File: src/rtl/vdh_pkg.sv
// vdh_pkg: types, constants and the fnv-1a byte step shared by the vertex dedup
// hash table modules
// no dependencies
`default_nettype none

package vdh_pkg;

	localparam int TABLE_DEPTH_DEF = 4096;

	localparam int UNIQUE_W = 12;
	localparam int COUNT_W = 13;
	localparam logic [COUNT_W-1:0] COUNT_LIMIT = 13'd4096;

	localparam logic [63:0] FNV_BASIS = 64'hCBF2_9CE4_8422_2325;
	localparam logic [7:0] FNV_PRIME_LO = 8'hB3;

	localparam int HASH_BYTES = 12;
	localparam int MOD_BITS = 4;
	localparam int MOD_STEPS = 64 / MOD_BITS;

	typedef struct packed {
		logic req_type;
		logic [31:0] position_index;
		logic [31:0] texcoord_index;
		logic [31:0] normal_index;
	} vdh_req_t;

	typedef struct packed {
		logic [UNIQUE_W-1:0] unique_index;
		logic was_new;
		logic table_full;
	} vdh_rsp_t;

	typedef struct packed {
		logic clear;
		logic [63:0] tag;
	} vdh_job_t;

	typedef struct packed {
		logic [63:0] tag;
		logic [UNIQUE_W-1:0] uniq;
	} vdh_slot_t;

	typedef enum logic [1:0] {
		F_IDLE,
		F_HASH,
		F_MOD,
		F_PUSH
	} vdh_front_state_t;

	typedef enum logic [1:0] {
		B_SWEEP,
		B_IDLE,
		B_CHECK
	} vdh_back_state_t;

	// prime is 2^40 + 2^8 + 0xb3
	function automatic logic [63:0] fnv_step(input logic [63:0] h, input logic [7:0] b);
		logic [63:0] x;
		x = h ^ {56'd0, b};
		return (x << 40) + (x << 8) + x * {56'd0, FNV_PRIME_LO};
	endfunction

endpackage

`default_nettype wire

File: src/rtl/vdh_queue.sv
// vdh_queue: two-entry queue between the hashing front and the probing back
// depends on vdh_pkg
`default_nettype none

module vdh_queue import vdh_pkg::*; #(
	parameter int W = $bits(vdh_job_t) + 1
) (
	input  wire logic clk,
	input  wire logic arst_n,
	input  wire logic push_valid,
	output logic push_ready,
	input  wire logic [W-1:0] push_data,
	output logic pop_valid,
	input  wire logic pop,
	output logic [W-1:0] pop_data
);

	logic [W-1:0] ent_q [2];
	logic wptr_q;
	logic rptr_q;
	logic [1:0] cnt_q;
	logic do_push;

	assign push_ready = (cnt_q != 2'd2);
	assign pop_valid = (cnt_q != 2'd0);
	assign pop_data = ent_q[rptr_q];
	assign do_push = push_valid && push_ready;

	always_ff @(posedge clk or negedge arst_n) begin
		if (!arst_n) begin
			wptr_q <= 1'b0;
			rptr_q <= 1'b0;
			cnt_q <= 2'd0;
		end else begin
			if (do_push) begin
				wptr_q <= ~wptr_q;
			end
			if (pop) begin
				rptr_q <= ~rptr_q;
			end
			cnt_q <= cnt_q + {1'b0, do_push} - {1'b0, pop};
		end
	end

	always_ff @(posedge clk) begin
		if (do_push) begin
			ent_q[wptr_q] <= push_data;
		end
	end

endmodule

`default_nettype wire

File: config.mk
export PLATFORM = sky130hd
export DESIGN_NAME = vdh_queue
export DESIGN_NICKNAME = d
export VERILOG_FILES = /design/src/rtl/vdh_pkg.sv /design/src/rtl/vdh_queue.sv
export SDC_FILE = /design/constraint.sdc
export NUM_CORES = 1
export LEC_CHECK = 0
export ABC_AREA = 1
export BUFFER_PORTS_ARGS = -buffer_cell sky130_fd_sc_hd__buf_2
export CAP_MARGIN = 15
export CORE_MARGIN = 1.5
export CORE_UTILIZATION = 40
export CTS_BUF_LIST = sky130_fd_sc_hd__clkbuf_16
export CTS_CLUSTER_DIAMETER = 40
export DETAILED_ROUTE_END_ITERATION = 10
export GPL_TIMING_DRIVEN = 0
export PLACE_DENSITY = 0.66
export SETUP_SLACK_MARGIN = 0.4
export SLEW_MARGIN = 20
export SYNTH_ARGS = -nofsm -noshare
export SYNTH_HDL_FRONTEND = slang
export SYNTH_SLANG_ARGS = --single-unit
File: constraint.sdc
create_clock -name clk -period 3.8 [get_ports clk]
set_clock_uncertainty 0.2 [all_clocks]
set_input_delay 0.38 -clock clk [delete_from_list [all_inputs] [get_ports clk]]
set_output_delay 0.38 -clock clk [all_outputs]
set_load 0.02 [all_outputs]
==> flow_summary_export.csv <==
group,metric,value,unit
global_routing,antenna_found_initial,0,
routing,drtAntennaViolNets,0,
critical_path,cp-end-kind,"output port",
routing,num_vias,2849,
final_layout,fillCellCount,943,
clock_network,cts_buffers,17,
outcome,status,"finished, final reports clean",
clock_network,clk_path_buf_depth,2,
clock_network,cts_tree,"built",
sta,finalCriticalPeriod,2300,ps
power_and_ir_drop,pwr_density_cell,741,nW/um^2
sta,fin_crit_sh,0.604,
clock_network,cts_sinks,136,
final_layout,multiInputGateArea,958,um^2
final_layout,final_common_cell,"buf_2",
logic_synthesis,syn-cell-area,5080,um^2
sta,slew_headroom,0.674,
critical_path,crit_required,3220,ps
global_routing,grt_pass1_wl,14400,um
final_layout,final_cell_mix,"buf_2 (140), edfxtp_1 (132), dlygate4sd3_1 (68)",
sta,rsz0062_at_grt,"false",
global_routing,grt_pass1_vias,2993,
logic_synthesis,syn_avg_cell_area,21.9,um^2
critical_path,path_max_fanout,10,
critical_path,worstPathCellList,"buf_4, buf_6, mux2_4, buf_2",
critical_path,cp.arrival,1720,ps
power_and_ir_drop,irDropWorstVdd,0.000392,V
critical_path,cp.buffers_inverters,3,
placed_design,dp.cells,543,
power_and_ir_drop,p_leak,0.00293,uW
logic_synthesis,synthCells,232,
floorplan,core_area,12200,um^2
worst_hold_path,hp-class,"primary input to flop",
final_layout,seqCellArea,4060,um^2
routing,first_pass_iters,4,
floorplan,die_y,116,um
floorplan,ios,138,
critical_path,cp-start-kind,"flop",
clock_network,cts_resized,0,
floorplan,start_util,0.416,
floorplan,die_x,116,um
routing,wire_per_inst,14.7,um
sta,slew_viol_final,0,
critical_path,slowest_stage,"dfrtp_1",
floorplan,die_area,13400,um^2
routing,first_iter_violations,110,
placed_design,dp_hpwl,6120,um
logic_synthesis,ys_seq_area_frac,0.800,
final_layout,diodes,0,
global_routing,grt-ovfl-total,0,
critical_path,critPathMaxStageDelay,380,ps
global_routing,grt_usage,0.149,
final_layout,area_growth,43.7,%
clock_network,clock_latency,410,ps
clock_network,holdBufCountCts,68,
logic_synthesis,yosys_warnings,0,
final_layout,fin_cells,641,
clock_network,cts-root-buf,"clkbuf_16",
clock_network,cts_max_level,4,
critical_path,path_delay_family,"buffers and inverters",
final_layout,fin_util,0.598,
sta,fin_setup_tns,0,ps
floorplan,rows,40,
logic_synthesis,synth.net_count,303,
sta,final.setup.worst_slack,1500,ps
global_routing,grt_max_degree,25,
routing,wl,9410,um
sta,finalSetupViolCount,0,
routing,viasPerCell,4.44,
placed_design,port_buffers,137,
sta,finalHoldViolCount,0,
sta,fmax,436,MHz
final_layout,drive_above_1_share,0.507,
sta,tightest_slew,488,ps
placed_design,place_ws,1740,ps
clock_network,post_cts_buffers,0,
final_layout,final_nets,533,
clock_network,clk_pin_slew,50,ps
placed_design,place_congestion,0.639,
routing,drc,0,
flow_run,cap_violations,0,
critical_path,critPathKind,"flop to output port",
logic_synthesis,yosys_register_bits,136,
logic_synthesis,netlist-cell-type-count,15,
[worst min-delay path, delay by kind of cell]
kind                   cells  cell delay [ps]
AOI/OAI and AO/OA          1               60
buffers and inverters      1              100
and+or+nand+nor            1               80
[registers in the layout, indices dropped and copies added (netlist names)]
signal and cells:
rptr_q 1, cnt_q 2, ent_q 132, wptr_q 1
[layer usage]
layer | track usage | vias to the layer above | part of all wire | routed length [um]
li1 | - | 1370 | - | -
met1 | 0.163 | 1368 | 0.41 | 3830
met4 | 0.0699 | 0 | 0.013 | 127
met3 | 0.0607 | 11 | 0.054 | 506
met5 | 0 | - | 0 | 0
met2 | 0.255 | 100 | 0.53 | 4950
[power breakdown]
part / leakage (uW) / total (uW) / internal (uW) / switching (uW)
sequential: 0.00127 / 2130 / 2040 / 82.8
combinational: 0.00139 / 1950 / 874 / 1080
clock: 0.000268 / 1330 / 795 / 537
[cells by family (layout without fill, tap and decap cells)]
| logic type | Yosys count | in the layout | synth area share |
|---|---|---|---|
| AND/OR/NAND/NOR | 15 | 15 | 0.0121 |
| flip-flops | 136 | 136 | 0.800 |
| multiplexers | 66 | 66 | 0.168 |
| buffers and inverters | 12 | 253 | 0.0148 |
| adder cells (fa/ha/maj) | 1 | 1 | 0.00246 |
| AO/OA/AOI/OAI | 1 | 1 | 0.000984 |
| XOR/XNOR | 1 | 1 | 0.00172 |
[worst paths after layout]
path / start / endpoint / slack, ps / depth (start not counted)
max: rptr_q / pop_data[38] / 1500 / 4
min: push_valid / wptr_q / 40 / 3
max reg2reg: cnt_q[1] / ent_q[1][37] / 1760 / 5
min reg2reg: cnt_q[0] / cnt_q[0] / 310 / 1
max in group asynchronous: arst_n / cnt_q[0] / 3170 / 2
min in group asynchronous: arst_n / wptr_q / 110 / 2
[stage by stage]
step	instance area (um^2)	total power [uW]	hold slack, ps
2_1_floorplan	5090	3430	-116
3_3_place_gp	5980	3960	-10.5
3_5_place_dp	6140	4080	-9.88
4_1_cts	7300	5480	25.4
5_1_grt	7300	5670	72.4
6_report	7300	5410	38.7
[final cells by class]
class / count / share of cell area
buffer: 7 / 0.00771
inverter: 5 / 0.00257
clock inverter: 13 / 0.00754
timing repair buffer: 211 / 0.208
sequential: 136 / 0.556
tap: 168 / 0.0288
multi-input combinational: 84 / 0.131
clock buffer: 17 / 0.0582
[synthesized netlist by cell type]
| library cell | count | area share |
|---|---|---|
| edfxtp_1 | 132 | 0.78 |
| buf_2 | 3 | 0.0030 |
| nand3b_1 | 1 | 0.0015 |
| nor2_1 | 3 | 0.0022 |
| mux2_4 | 30 | 0.089 |
| dfrtp_1 | 4 | 0.020 |
| a21oi_1 | 1 | 0.00098 |
| inv_1 | 5 | 0.0037 |
| nand3_1 | 1 | 0.00098 |
| mux2_2 | 36 | 0.080 |
| buf_6 | 3 | 0.0066 |
| buf_4 | 1 | 0.0015 |
| nand2_1 | 10 | 0.0074 |
| ha_1 | 1 | 0.0025 |
| xor2_1 | 1 | 0.0017 |
Note: power is estimated with default switching activity, not from simulation.
