--- config.mk ---
export PLATFORM = sky130hd
export DESIGN_NAME = vdh_front
export DESIGN_NICKNAME = d
export VERILOG_FILES = /design/src/rtl/vdh_pkg.sv /design/src/rtl/vdh_front.sv
export SDC_FILE = /design/constraint.sdc
export NUM_CORES = 1
export LEC_CHECK = 0
export BUFFER_PORTS_ARGS = -buffer_cell sky130_fd_sc_hd__buf_2
export CORE_ASPECT_RATIO = 0.7
export CORE_MARGIN = 3
export CORE_UTILIZATION = 63
export CTS_CLUSTER_DIAMETER = 100
export DETAILED_ROUTE_END_ITERATION = 8
export HOLD_SLACK_MARGIN = 0.12
export PLACE_DENSITY = 0.83
export SYNTH_ARGS = -nofsm -noshare
export SYNTH_HDL_FRONTEND = slang
export SYNTH_SLANG_ARGS = --single-unit
export TNS_END_PERCENT = 50
--- constraint.sdc ---
create_clock -name clk -period 14.74 [get_ports clk]
set_clock_uncertainty 0.1 [all_clocks]
set_input_delay 0.737 -clock clk [delete_from_list [all_inputs] [get_ports clk]]
set_output_delay 0.737 -clock clk [all_outputs]
set_load 0.02 [all_outputs]
--- src/rtl/vdh_pkg.sv ---
// vdh_pkg: types, constants and the fnv-1a byte step shared by the vertex dedup
// hash table modules
// no dependencies
`default_nettype none

package vdh_pkg;

	localparam int TABLE_DEPTH_DEF = 4096;

	localparam int UNIQUE_W = 12;
	localparam int COUNT_W = 13;
	localparam logic [COUNT_W-1:0] COUNT_LIMIT = 13'd4096;

	localparam logic [63:0] FNV_BASIS = 64'hCBF2_9CE4_8422_2325;
	localparam logic [7:0] FNV_PRIME_LO = 8'hB3;

	localparam int HASH_BYTES = 12;
	localparam int MOD_BITS = 4;
	localparam int MOD_STEPS = 64 / MOD_BITS;

	typedef struct packed {
		logic req_type;
		logic [31:0] position_index;
		logic [31:0] texcoord_index;
		logic [31:0] normal_index;
	} vdh_req_t;

	typedef struct packed {
		logic [UNIQUE_W-1:0] unique_index;
		logic was_new;
		logic table_full;
	} vdh_rsp_t;

	typedef struct packed {
		logic clear;
		logic [63:0] tag;
	} vdh_job_t;

	typedef struct packed {
		logic [63:0] tag;
		logic [UNIQUE_W-1:0] uniq;
	} vdh_slot_t;

	typedef enum logic [1:0] {
		F_IDLE,
		F_HASH,
		F_MOD,
		F_PUSH
	} vdh_front_state_t;

	typedef enum logic [1:0] {
		B_SWEEP,
		B_IDLE,
		B_CHECK
	} vdh_back_state_t;

	// prime is 2^40 + 2^8 + 0xb3
	function automatic logic [63:0] fnv_step(input logic [63:0] h, input logic [7:0] b);
		logic [63:0] x;
		x = h ^ {56'd0, b};
		return (x << 40) + (x << 8) + x * {56'd0, FNV_PRIME_LO};
	endfunction

endpackage

`default_nettype wire

--- src/rtl/vdh_front.sv ---
// vdh_front: takes requests and, for an insert, hashes the index triple one byte per
// cycle and reduces the tag to its home slot four bits per cycle
// depends on vdh_pkg
`default_nettype none

module vdh_front import vdh_pkg::*; #(
	parameter int TABLE_DEPTH = TABLE_DEPTH_DEF
) (
	input  wire logic clk,
	input  wire logic arst_n,
	input  wire logic go,
	input  wire vdh_req_t req,
	output logic busy,
	output logic push_valid,
	input  wire logic push_ready,
	output vdh_job_t job,
	output logic [$clog2(TABLE_DEPTH)-1:0] home_slot
);

	localparam int SW = $clog2(TABLE_DEPTH);
	localparam logic [SW:0] DEPTH_W = (SW+1)'(TABLE_DEPTH);

	vdh_front_state_t state_q, state_d;

	logic clear_q;
	logic [95:0] data_q;
	logic [63:0] h_q;
	logic [63:0] msh_q;
	logic [3:0] bcnt_q;
	logic [3:0] mcnt_q;
	logic [SW-1:0] rem_q;

	logic [63:0] h_nx;
	logic [SW:0] r;
	logic [SW:0] t;
	logic [63:0] sh;
	logic last_byte;

	always_comb begin
		h_nx = fnv_step(h_q, data_q[7:0]);
		last_byte = (bcnt_q == 4'(HASH_BYTES - 1));
		r = {1'b0, rem_q};
		sh = msh_q;
		for (int i = 0; i < MOD_BITS; i++) begin
			t = {r[SW-1:0], sh[63]};
			sh = sh << 1;
			if (t >= DEPTH_W) begin
				t = t - DEPTH_W;
			end
			r = t;
		end
	end

	always_comb begin
		state_d = state_q;
		push_valid = 1'b0;
		unique case (state_q)
			F_IDLE: begin
				if (go) begin
					state_d = req.req_type ? F_PUSH : F_HASH;
				end
			end
			F_HASH: begin
				if (last_byte) begin
					state_d = F_MOD;
				end
			end
			F_MOD: begin
				if (mcnt_q == 4'(MOD_STEPS - 1)) begin
					state_d = F_PUSH;
				end
			end
			F_PUSH: begin
				push_valid = 1'b1;
				if (push_ready) begin
					state_d = F_IDLE;
				end
			end
		endcase
	end

	always_ff @(posedge clk or negedge arst_n) begin
		if (!arst_n) begin
			state_q <= F_IDLE;
		end else begin
			state_q <= state_d;
		end
	end

	always_ff @(posedge clk) begin
		unique case (state_q)
			F_IDLE: begin
				if (go) begin
					clear_q <= req.req_type;
					data_q <= {req.normal_index, req.texcoord_index, req.position_index};
					h_q <= FNV_BASIS;
					bcnt_q <= '0;
					rem_q <= '0;
				end
			end
			F_HASH: begin
				// tag is hash plus one
				h_q <= last_byte ? h_nx + 64'd1 : h_nx;
				msh_q <= h_nx + 64'd1;
				data_q <= data_q >> 8;
				bcnt_q <= bcnt_q + 4'd1;
				mcnt_q <= '0;
				rem_q <= '0;
			end
			F_MOD: begin
				rem_q <= r[SW-1:0];
				msh_q <= sh;
				mcnt_q <= mcnt_q + 4'd1;
			end
			F_PUSH: begin
			end
		endcase
	end

	assign busy = (state_q != F_IDLE);
	assign job = '{clear: clear_q, tag: h_q};
	assign home_slot = rem_q;

endmodule

`default_nettype wire

==> summary.txt, run 1 <==
Status
  • Run status: completed

Logic synthesis
  • Mapped cell area: 24980 um2
  • Ys flop type: edfxtp_1
  • Register area share after synthesis: 0.2965
  • Post-synthesis simple-gate area fraction: 0.1388
  • Syn. warnings: 0
  • Mux contribution to synthesized area: 0.04563
  • Largest family of logic cells by synthesized area: adder cells
  • Ys async rst share: 0.008097
  • Netlist cell types: 106
  • Compound-Gate Fraction of Synth Area: 0.1043
  • Syn_nets: 2875
  • Flops & latches, synth: 247
  • Mean Syn Cell Area: 10.89 um2
  • Synth Area in XOR/XNOR: 0.05700
  • Mapped Cells: 2295
  • Post-synth EDFFs: 245
  • Synth Area in Adders: 0.3141

STA
  • Fin crit share: 0.5706
  • Worst slew pin tran: 1.071 ns
  • RSZ-0062 raised after global routing: no
  • F_max: 118.9 MHz
  • Setup violations, final: 0
  • TNS Setup: 0 ns
  • Hold Vio Cnt, Final: 0
  • Crit path time final: 8.410 ns
  • Max_slew headroom: 0.2836
  • Slew Limit Fails: 0

Floorplanning
  • Width of the chip: 244.0 um
  • Starting density of the core: 0.6449
  • Core Region: 38740 um2
  • Num rows: 60
  • Die area: 42120 um2
  • I/O pins: 180
  • Die height: 172.6 um

Placement
  • Detail Placement HPWL: 56.20 mm
  • GP Congestion: 1.044
  • Number of buffers added on ports: 179

Layout
  • Most frequent cells in the layout: fa_1 (247), edfxtp_1 (245), ha_1 (229)
  • Filler instances: 2898
  • Nets: 2996
  • Ant diodes: 0
  • Storage element area: 7407 um2
  • Layout area overhead: 8.284%
  • Commonest non-fill, non-tap cell in the layout: fa_1
  • Footprint of the multi-input gates: 16520 um2
  • Ratio of cells with drive above 1 in the final layout: 0.1643

Detailed routing
  • DRT Wirelength: 71.26 mm
  • WL/cell: 24.07 um
  • Routed Antenna Nets: 0
  • Via density: 6.440
  • Via count: 19070
  • # DRC: 0
  • 1st-iter DRT viols: 2341
  • Drt pass-1 iters: 6

Critical path
  • Crit path arrival time: 8.59 ns
  • Startpoint type of the worst setup path: register
  • Worst EP required: 14.92 ns
  • Crit-path cells: xnor2_1 -> inv_1 -> ha_1 -> fa_1 -> fa_1 -> fa_1 -> ha_1 -> ha_1 -> o211ai_2 -> o21a_1 -> o2bb2ai_1 -> xnor2_1 -> nand4_1 -> nor4_1 -> nand2_1 -> nor4_2 -> nand4_1 -> o21ai_0 -> nand3_1
  • Slowest cell on crit path: nor4_2
  • Worst Setup End Kind: register
  • Critical path fanouts, max: 8
  • Crit Path Category: reg2reg
  • Worst path max stage delay: 0.81 ns

GRT
  • Initial antenna violation count: 1
  • First-pass GRT wire length: 110.5 mm
  • Largest net degree at the start of global routing: 165
  • GR Overflow Total: 0
  • Number of global-route vias before repair: 18960
  • Total track usage: 0.3384

Worst hold path
  • Worst min path class: in2reg

CTS
  • Post-cts resize count: 0
  • H-tree depth: 1
  • TritonCTS Buffers: 26
  • Clock root buffer master: clkbuf_16
  • TritonCTS clock tree: yes
  • Clock-pin slew on the worst setup and hold paths: 0.07 ns
  • Max Root-Sink Buffers: 3
  • Worst skew pair latency: 0.56 ns
  • TritonCTS sink count: 247

Job
  • Max Cap Viol: 0
==> critical path: cells and delay by family (launching register included) <==
family                     cells  cell delay (ns)
AOI/OAI and AO/OA              4             0.81
xor gates and xnor gates       2             1.35
DFF                            1             0.41
buffers and inverters          1             0.40
adders and majority gates      6             2.67
and+or+nand+nor                6             2.37
==> cell families (layout without fill, tap and decap cells) <==
logic type | after synthesis | in the layout
AO/OA/AOI/OAI | 389 | 389
XOR/XNOR | 160 | 160
adder cells (fa/ha/maj) | 479 | 479
buffers and inverters | 265 | 404
flip-flops | 247 | 247
multiplexers | 102 | 102
AND/OR/NAND/NOR | 653 | 653
==> flip-flops by register name (all words and copies together), names as in the netlist <==
name       flops
bcnt_q         4
clear_q        1
data_q        96
h_q           64
home_slot     12
mcnt_q         4
msh_q         64
state_q        2
==> metal layers <==
metal / routed length, um / global-route usage / vias to the layer above
li1: - / - / 8461
met1: 30630 / 0.5148 / 9468
met2: 30540 / 0.4948 / 1005
met3: 8407 / 0.08557 / 133
met4: 1673 / 0.06973 / 2
met5: 11 / 0 / -
==> cell usage after synthesis, drive strengths merged (6+ instances only) <==
library cell	number	share of area
fa	247	0.20
edfxtp	245	0.29
ha	232	0.12
nand2	195	0.030
inv	163	0.024
o21ai	125	0.026
nor2	120	0.018
xnor2	98	0.035
mux2	95	0.043
a21oi	92	0.019
nand3	62	0.013
xor2	62	0.022
clkbuf	52	0.0079
buf	50	0.011
nor3	49	0.011
nand4	48	0.013
nor4	32	0.012
and2	27	0.0068
a21o	26	0.0078
o21a	23	0.0069
and3	19	0.0050
nor2b	18	0.0045
or3	18	0.0045
or2	16	0.0040
a211oi	12	0.0052
and4	12	0.0043
o211ai	12	0.0038
o31ai	11	0.0035
a31oi	10	0.0025
or4	9	0.0030
a21boi	8	0.0026
mux2i	7	0.0028
nand2b	7	0.0019
a22oi	6	0.0018
and4b	6	0.0026
o21bai	6	0.0018
==> final cells by class <==
cell class | instances | area share
Clock buffer | 32 | 0.02488
Multi-Input combinational cell | 1783 | 0.6108
Sequential cell | 247 | 0.2738
Clock inverter | 14 | 0.005412
Timing Repair Buffer | 195 | 0.03811
Tap cell | 527 | 0.02438
Inverter | 163 | 0.02262
==> worst paths after layout <==
path | endpoint | from | depth (start not counted) | slack, ns
worst max-delay path | h_q[53] | h_q[1] | 19 | 6.33
worst min-delay path | clear_q | req[96] | 1 | 0.26
worst max register to register | h_q[53] | h_q[1] | 19 | 6.33
worst min register to register | home_slot[0] | msh_q[60] | 1 | 0.42
max in group asynchronous | state_q[0] | arst_n | 2 | 14.04
min in group asynchronous | state_q[0] | arst_n | 2 | 0.40
==> repair_timing <==
action,CTS,global route
hold buffers,1,0
hold endpoints to repair,2,0
setup buffers,0,0
==> metrics by stage <==
step	instances	setup slack [ns]	utilization	hold WS (ns)	cell area [um2]
after floorplan	2295	1.279	-	0.3414	24980
after global placement	2914	6.735	0.6769	0.4097	26220
after detailed placement	2914	6.581	0.6769	0.4098	26220
after CTS	2961	6.548	0.6983	0.2642	27050
after global routing	2961	6.001	0.6983	0.2692	27050
final	2961	6.330	0.6983	0.2648	27050
Power of run 1 is not shown: default switching activity piles up to over one toggle a cycle in this logic, so the estimate is an artifact.
==> run 2, diff against run 1 <==
--- a/config.mk
+++ b/config.mk
@@ -8,11 +8,11 @@
 export BUFFER_PORTS_ARGS = -buffer_cell sky130_fd_sc_hd__buf_2
 export CORE_ASPECT_RATIO = 0.7
 export CORE_MARGIN = 3
-export CORE_UTILIZATION = 63
+export CORE_UTILIZATION = 57
 export CTS_CLUSTER_DIAMETER = 100
 export DETAILED_ROUTE_END_ITERATION = 8
 export HOLD_SLACK_MARGIN = 0.12
-export PLACE_DENSITY = 0.83
+export PLACE_DENSITY = 0.79
 export SYNTH_ARGS = -nofsm -noshare
 export SYNTH_HDL_FRONTEND = slang
 export SYNTH_SLANG_ARGS = --single-unit
==> constraint.sdc (replaced) <==
create_clock -name clk -period 7.4 [get_ports clk]
set_clock_uncertainty 0.1 [all_clocks]
set_input_delay 0.37 -clock clk [delete_from_list [all_inputs] [get_ports clk]]
set_output_delay 0.37 -clock clk [all_outputs]
set_load 0.02 [all_outputs]
==> summary.txt, run 2 (synthesis gave the netlist of run 1 again) <==
Critical path
  • RR Startpoint: data_q[1]
  • Crit path arrival time: 7.50 ns
  • Critical path fanouts, max: 6
  • Startpoint type of the worst setup path: register
  • Slowest cell on crit path: or4_1
  • Crit Path Category: reg2reg
  • Crit path launch: data_q[1]
  • Worst path max stage delay: 0.62 ns
  • Crit-path cells: xnor2_2 -> inv_1 -> ha_1 -> fa_1 -> fa_1 -> fa_1 -> ha_1 -> ha_2 -> nor2_4 -> a211oi_4 -> buf_4 -> o31a_4 -> o21ai_4 -> nand2_1 -> a311oi_4 -> nand2_4 -> or4_1 -> or4_4 -> nor4_1 -> mux2i_1
  • Worst Setup End Kind: register
  • Worst EP required: 7.60 ns
  • Worst path most repeated cell: fa_1

GRT
  • GR Overflow Total: 0
  • Met2 usage: 0.5344
  • Initial antenna violation count: 3
  • Total track usage: 0.3417
  • Gr busiest metal: met2
  • Number of global-route vias before repair: 20560
  • First-pass GRT wire length: 122.6 mm
  • Largest net degree at the start of global routing: 86
  • Met1 GRT Util: 0.4850
  • GR Layer Usage met3: 0.07762

Layout
  • Final instance area: 29820 um2
  • Largest registers: data_q (96), h_q (64), msh_q (64)
  • Commonest non-fill, non-tap cell in the layout: fa_1
  • Ratio of cells with drive above 1 in the final layout: 0.2255
  • Nets: 3275
  • Max reg flops: 96
  • Layout area overhead: 19.37%
  • Footprint of the multi-input gates: 16750 um2
  • Largest reg by FF count: data_q
  • Most frequent cells in the layout: fa_1 (247), edfxtp_1 (245), ha_1 (227)
  • Filler instances: 3031
  • Storage element area: 7407 um2
  • Post-layout util: 0.6967

Placement
  • Cell Area, Placed: 27420 um2
  • GP Congestion: 1.005
  • Detail Placement HPWL: 59.37 mm
  • Place WS: -0.1667 ns
  • Number of buffers added on ports: 179

CTS
  • H-tree depth: 1
  • Max Root-Sink Buffers: 3
  • TritonCTS Buffers: 26
  • TritonCTS sink count: 247
  • Worst skew pair latency: 0.58 ns
  • Clock-pin slew on the worst setup and hold paths: 0.07 ns
  • Clock root buffer master: clkbuf_16
  • TritonCTS clock tree: yes

STA
  • Max_slew headroom: 0.1232
  • Setup violations, final: 0
  • Slew Limit Fails: 0
  • Worst slew pin tran: 1.311 ns
  • Hold Vio Cnt, Final: 0
  • Fin crit share: 0.9863
  • F_max: 137.0 MHz
  • Crit path time final: 7.299 ns
  • TNS Setup: 0 ns
  • Worst setup margin: 0.1011 ns

Floorplanning
  • Die height: 181.2 um
  • I/O pins: 180
  • Num rows: 63
  • Core Region: 42800 um2
  • Starting density of the core: 0.5836
  • Width of the chip: 256.2 um
  • Die area: 46420 um2

Detailed routing
  • WL/cell: 24.45 um
  • Drt pass-1 iters: 6
  • Via density: 6.200
  • Via count: 20480
  • Routed Antenna Nets: 0
  • # DRC: 0
  • 1st-iter DRT viols: 2521
  • DRT Wirelength: 80.77 mm

Worst hold path
  • Worst hold start: req[71]
  • Worst min path class: in2reg

Status
  • Run status: completed

Job
  • Max Cap Viol: 0
run 2: cell count changes in the layout (fill, tap and decap cells not counted), moves of 4 or more:
cell	previous run	this run
buf_12	1	10
diode_2	0	4
dlygate4sd3_1	1	99
xor2_1	61	57
clkbuf_1	6	2
buf_4	14	185
run 2: path summary, 6_finish.rpt:
check	slack, ns	depth (start not counted)	to
worst max-delay path	0.10	20	h_q[63]
worst min-delay path	0.16	2	data_q[7]
worst max register to register	0.10	20	h_q[63]
worst min register to register	0.43	2	msh_q[25]
max in group asynchronous	6.46	3	state_q[0]
min in group asynchronous	0.62	3	state_q[1]
run 2: layer usage:
metal / vias to the layer above / share of wire / wire [um]
met5: - / 0 / 0
met3: 167 / 0.11 / 8643
met2: 1115 / 0.45 / 36320
li1: 9018 / - / -
met1: 10180 / 0.41 / 33300
met4: 0 / 0.031 / 2506
run 2: final cells by class:
class,instances,area share
clock inverters,19,0.005664
repair buffers,474,0.1169
diodes,4,0.0003357
multi-input cells,1783,0.5616
clock buffers,28,0.02207
inverters,163,0.02052
flip-flops and latches,247,0.2484
well taps,585,0.02454
run 2: worst max-delay path: cells and delay by family, from the launching register on:
| kind | cells | cell delay (ns) |
|---|---|---|
| buffers and inverters | 2 | 0.25 |
| muxes | 1 | 0.15 |
| xor gates and xnor gates | 1 | 0.26 |
| DFF | 1 | 0.54 |
| AOI/OAI and AO/OA | 4 | 1.10 |
| and+or+nand+nor | 6 | 2.02 |
| adders and majority gates | 6 | 2.62 |
run 2: through the flow:
| step | hold slack, ns | instances |
|---|---|---|
| 6_report | 0.1635 | 3303 |
| 5_1_grt | 0.1411 | 3301 |
| 4_1_cts | 0.1366 | 3264 |
| 3_5_place_dp | 0.06046 | 3118 |
| 3_3_place_gp | 0.05709 | 3118 |
| 2_1_floorplan | -0.02559 | 2295 |
run 2: what timing repair did:
item | 4_1_cts | 5_1_grt
hold buffers | 99 | 0
gates resized for setup | 3 | 41
hold endpoints to repair | 99 | 0
endpoints found under the setup margin | 4 | 44
setup buffers | 0 | 35
pin swaps | 0 | 6
Power of run 2 is left out for the same reason.
==> run 3, diff against run 2 <==
--- a/config.mk
+++ b/config.mk
@@ -12,7 +12,8 @@
 export CTS_CLUSTER_DIAMETER = 100
 export DETAILED_ROUTE_END_ITERATION = 8
 export HOLD_SLACK_MARGIN = 0.12
-export PLACE_DENSITY = 0.79
+export PLACE_DENSITY = 0.8
+export SETUP_SLACK_MARGIN = 0.15
 export SYNTH_ARGS = -nofsm -noshare
 export SYNTH_HDL_FRONTEND = slang
 export SYNTH_SLANG_ARGS = --single-unit
==> summary.txt, run 3 (synthesis gave the netlist of run 1 again) <==
Status
  • Run status: completed

Floorplanning
  • Width of the chip: 256.2 um
  • Die area: 46420 um2
  • I/O pins: 180
  • Die height: 181.2 um
  • Num rows: 63
  • Core Region: 42800 um2
  • Starting density of the core: 0.5836

STA
  • Setup violations, final: 0
  • TNS Setup: 0 ns
  • Max_slew headroom: 0.2392
  • Crit path time final: 7.288 ns
  • Hold Vio Cnt, Final: 0
  • Worst slew pin tran: 1.138 ns
  • RSZ-0062 raised after global routing: no
  • F_max: 137.2 MHz
  • Fin crit share: 0.9848
  • Slew Limit Fails: 0

Critical path
  • Worst EP required: 7.61 ns
  • Delay-heaviest family, CP: adder cells
  • Critical path fanouts, max: 6
  • Register-to-register setup slack: 0.11 ns
  • Startpoint type of the worst setup path: register
  • Worst Setup End Kind: register
  • Slowest cell on crit path: a2111oi_0
  • Worst path max stage delay: 0.60 ns
  • CP bufs+invs: 6
  • R2r endpoint: h_q[63]
  • Crit Path Category: reg2reg
  • RR Startpoint: data_q[5]
  • Crit-path cells: xor2_2 -> buf_6 -> ha_1 -> ha_1 -> inv_1 -> fa_1 -> fa_1 -> inv_1 -> ha_1 -> inv_1 -> fa_1 -> nand2b_2 -> a21oi_1 -> xnor2_1 -> a2111oi_0 -> nand3_1 -> nor4_4 -> nand3_1 -> nor3_2 -> buf_4 -> nand4_1 -> buf_4 -> nor4_2 -> mux2i_1
  • FF-to-FF path depth: 24
  • Crit path arrival time: 7.50 ns

Job
  • Max Cap Viol: 0

GRT
  • GR Overflow Total: 0
  • Number of global-route vias before repair: 20460
  • Largest net degree at the start of global routing: 165
  • Total track usage: 0.3439
  • Initial antenna violation count: 0
  • First-pass GRT wire length: 123.1 mm

Detailed routing
  • 1st-iter DRT viols: 3039
  • WL/cell: 24.74 um
  • Via count: 20710
  • Via density: 6.242
  • Drt pass-1 iters: 7
  • DRT Wirelength: 82.09 mm
  • # DRC: 0
  • Routed Antenna Nets: 0

CTS
  • Max Root-Sink Buffers: 3
  • TritonCTS sink count: 247
  • TritonCTS clock tree: yes
  • H-tree depth: 1
  • Clock-pin slew on the worst setup and hold paths: 0.08 ns
  • Worst skew pair latency: 0.58 ns
  • TritonCTS Buffers: 26
  • Clock root buffer master: clkbuf_16

Worst hold path
  • Worst min path class: in2reg
  • Worst hold start: go
  • Hold depth: 3
  • Hold Path Sink: clear_q

Layout
  • Nets: 3298
  • Final instance area: 30200 um2
  • Ratio of cells with drive above 1 in the final layout: 0.2484
  • Most frequent cells in the layout: fa_1 (247), edfxtp_1 (245), ha_1 (219)
  • Ant diodes: 0
  • Commonest non-fill, non-tap cell in the layout: fa_1
  • Largest registers: data_q (96), h_q (64), msh_q (64)
  • Largest reg by FF count: data_q
  • Max reg flops: 96
  • Layout area overhead: 20.88%

Placement
  • Number of buffers added on ports: 179
  • Detail Placement HPWL: 59.71 mm
  • Cell Area, Placed: 27450 um2
  • GP Congestion: 1.004
run 3: stage by stage:
stage                 util  hold WS [ns]  std cells  setup slack [ns]
floorplan                -      -0.02559       2295            0.5067
global placement    0.6413       0.05543       3121           -0.1161
detailed placement  0.6413       0.06119       3121           -0.1627
CTS                 0.6868        0.1226       3269            0.1561
global route        0.7055        0.1476       3318           0.02008
finish              0.7055        0.1286       3318            0.1125
run 3: final cells by class:
class | count | area [um2]
Clock buffer | 30 | 665.6
Clock inverter | 13 | 162.7
Fill cell | 2971 | 12610
Inverter | 163 | 611.8
Multi-Input combinational cell | 1783 | 17020
Sequential cell | 247 | 7407
Tap cell | 585 | 732.0
Timing Repair Buffer | 497 | 3595
run 3: worst max path at each step:
stage / start / end / slack [ns] / depth (start not counted)
2_1_floorplan: h_q[4] / msh_q[61] / 0.51 / 21
3_3_place_gp: h_q[38] / h_q[63] / -0.12 / 17
3_5_place_dp: h_q[38] / h_q[63] / -0.16 / 17
4_1_cts: h_q[3] / h_q[62] / 0.16 / 21
5_1_grt: data_q[7] / msh_q[37] / 0.02 / 23
6_report: data_q[5] / h_q[63] / 0.11 / 24
run 3: repair_timing:
action / in CTS / in global routing
endpoints found under the setup margin: 11 / 67
hold endpoints to repair: 99 / 0
resized for setup: 16 / 84
hold buffers: 98 / 0
buffers inserted: 7 / 49
pin swaps: 0 / 24
cloned: 0 / 0
run 3: worst register-to-register path: cells and delay by family, from the launching register on:
kind            cells  cell delay, ns
mux                 1            0.12
simple gates        7            1.80
flops               1            0.48
xor+xnor            2            0.40
buf+inv             6            0.74
fa+ha+maj           6            2.48
compound gates      2            0.89
run 3: per-layer routing:
metal | share of wire | up-vias | track usage | wire length [um]
met5 | 0 | - | 0 | 0
met3 | 0.11 | 214 | 0.08841 | 9267
li1 | - | 9045 | - | -
met4 | 0.039 | 0 | 0.1064 | 3182
met1 | 0.40 | 10280 | 0.4857 | 33050
met2 | 0.45 | 1175 | 0.5236 | 36590
Power of run 3 is left out for the same reason.
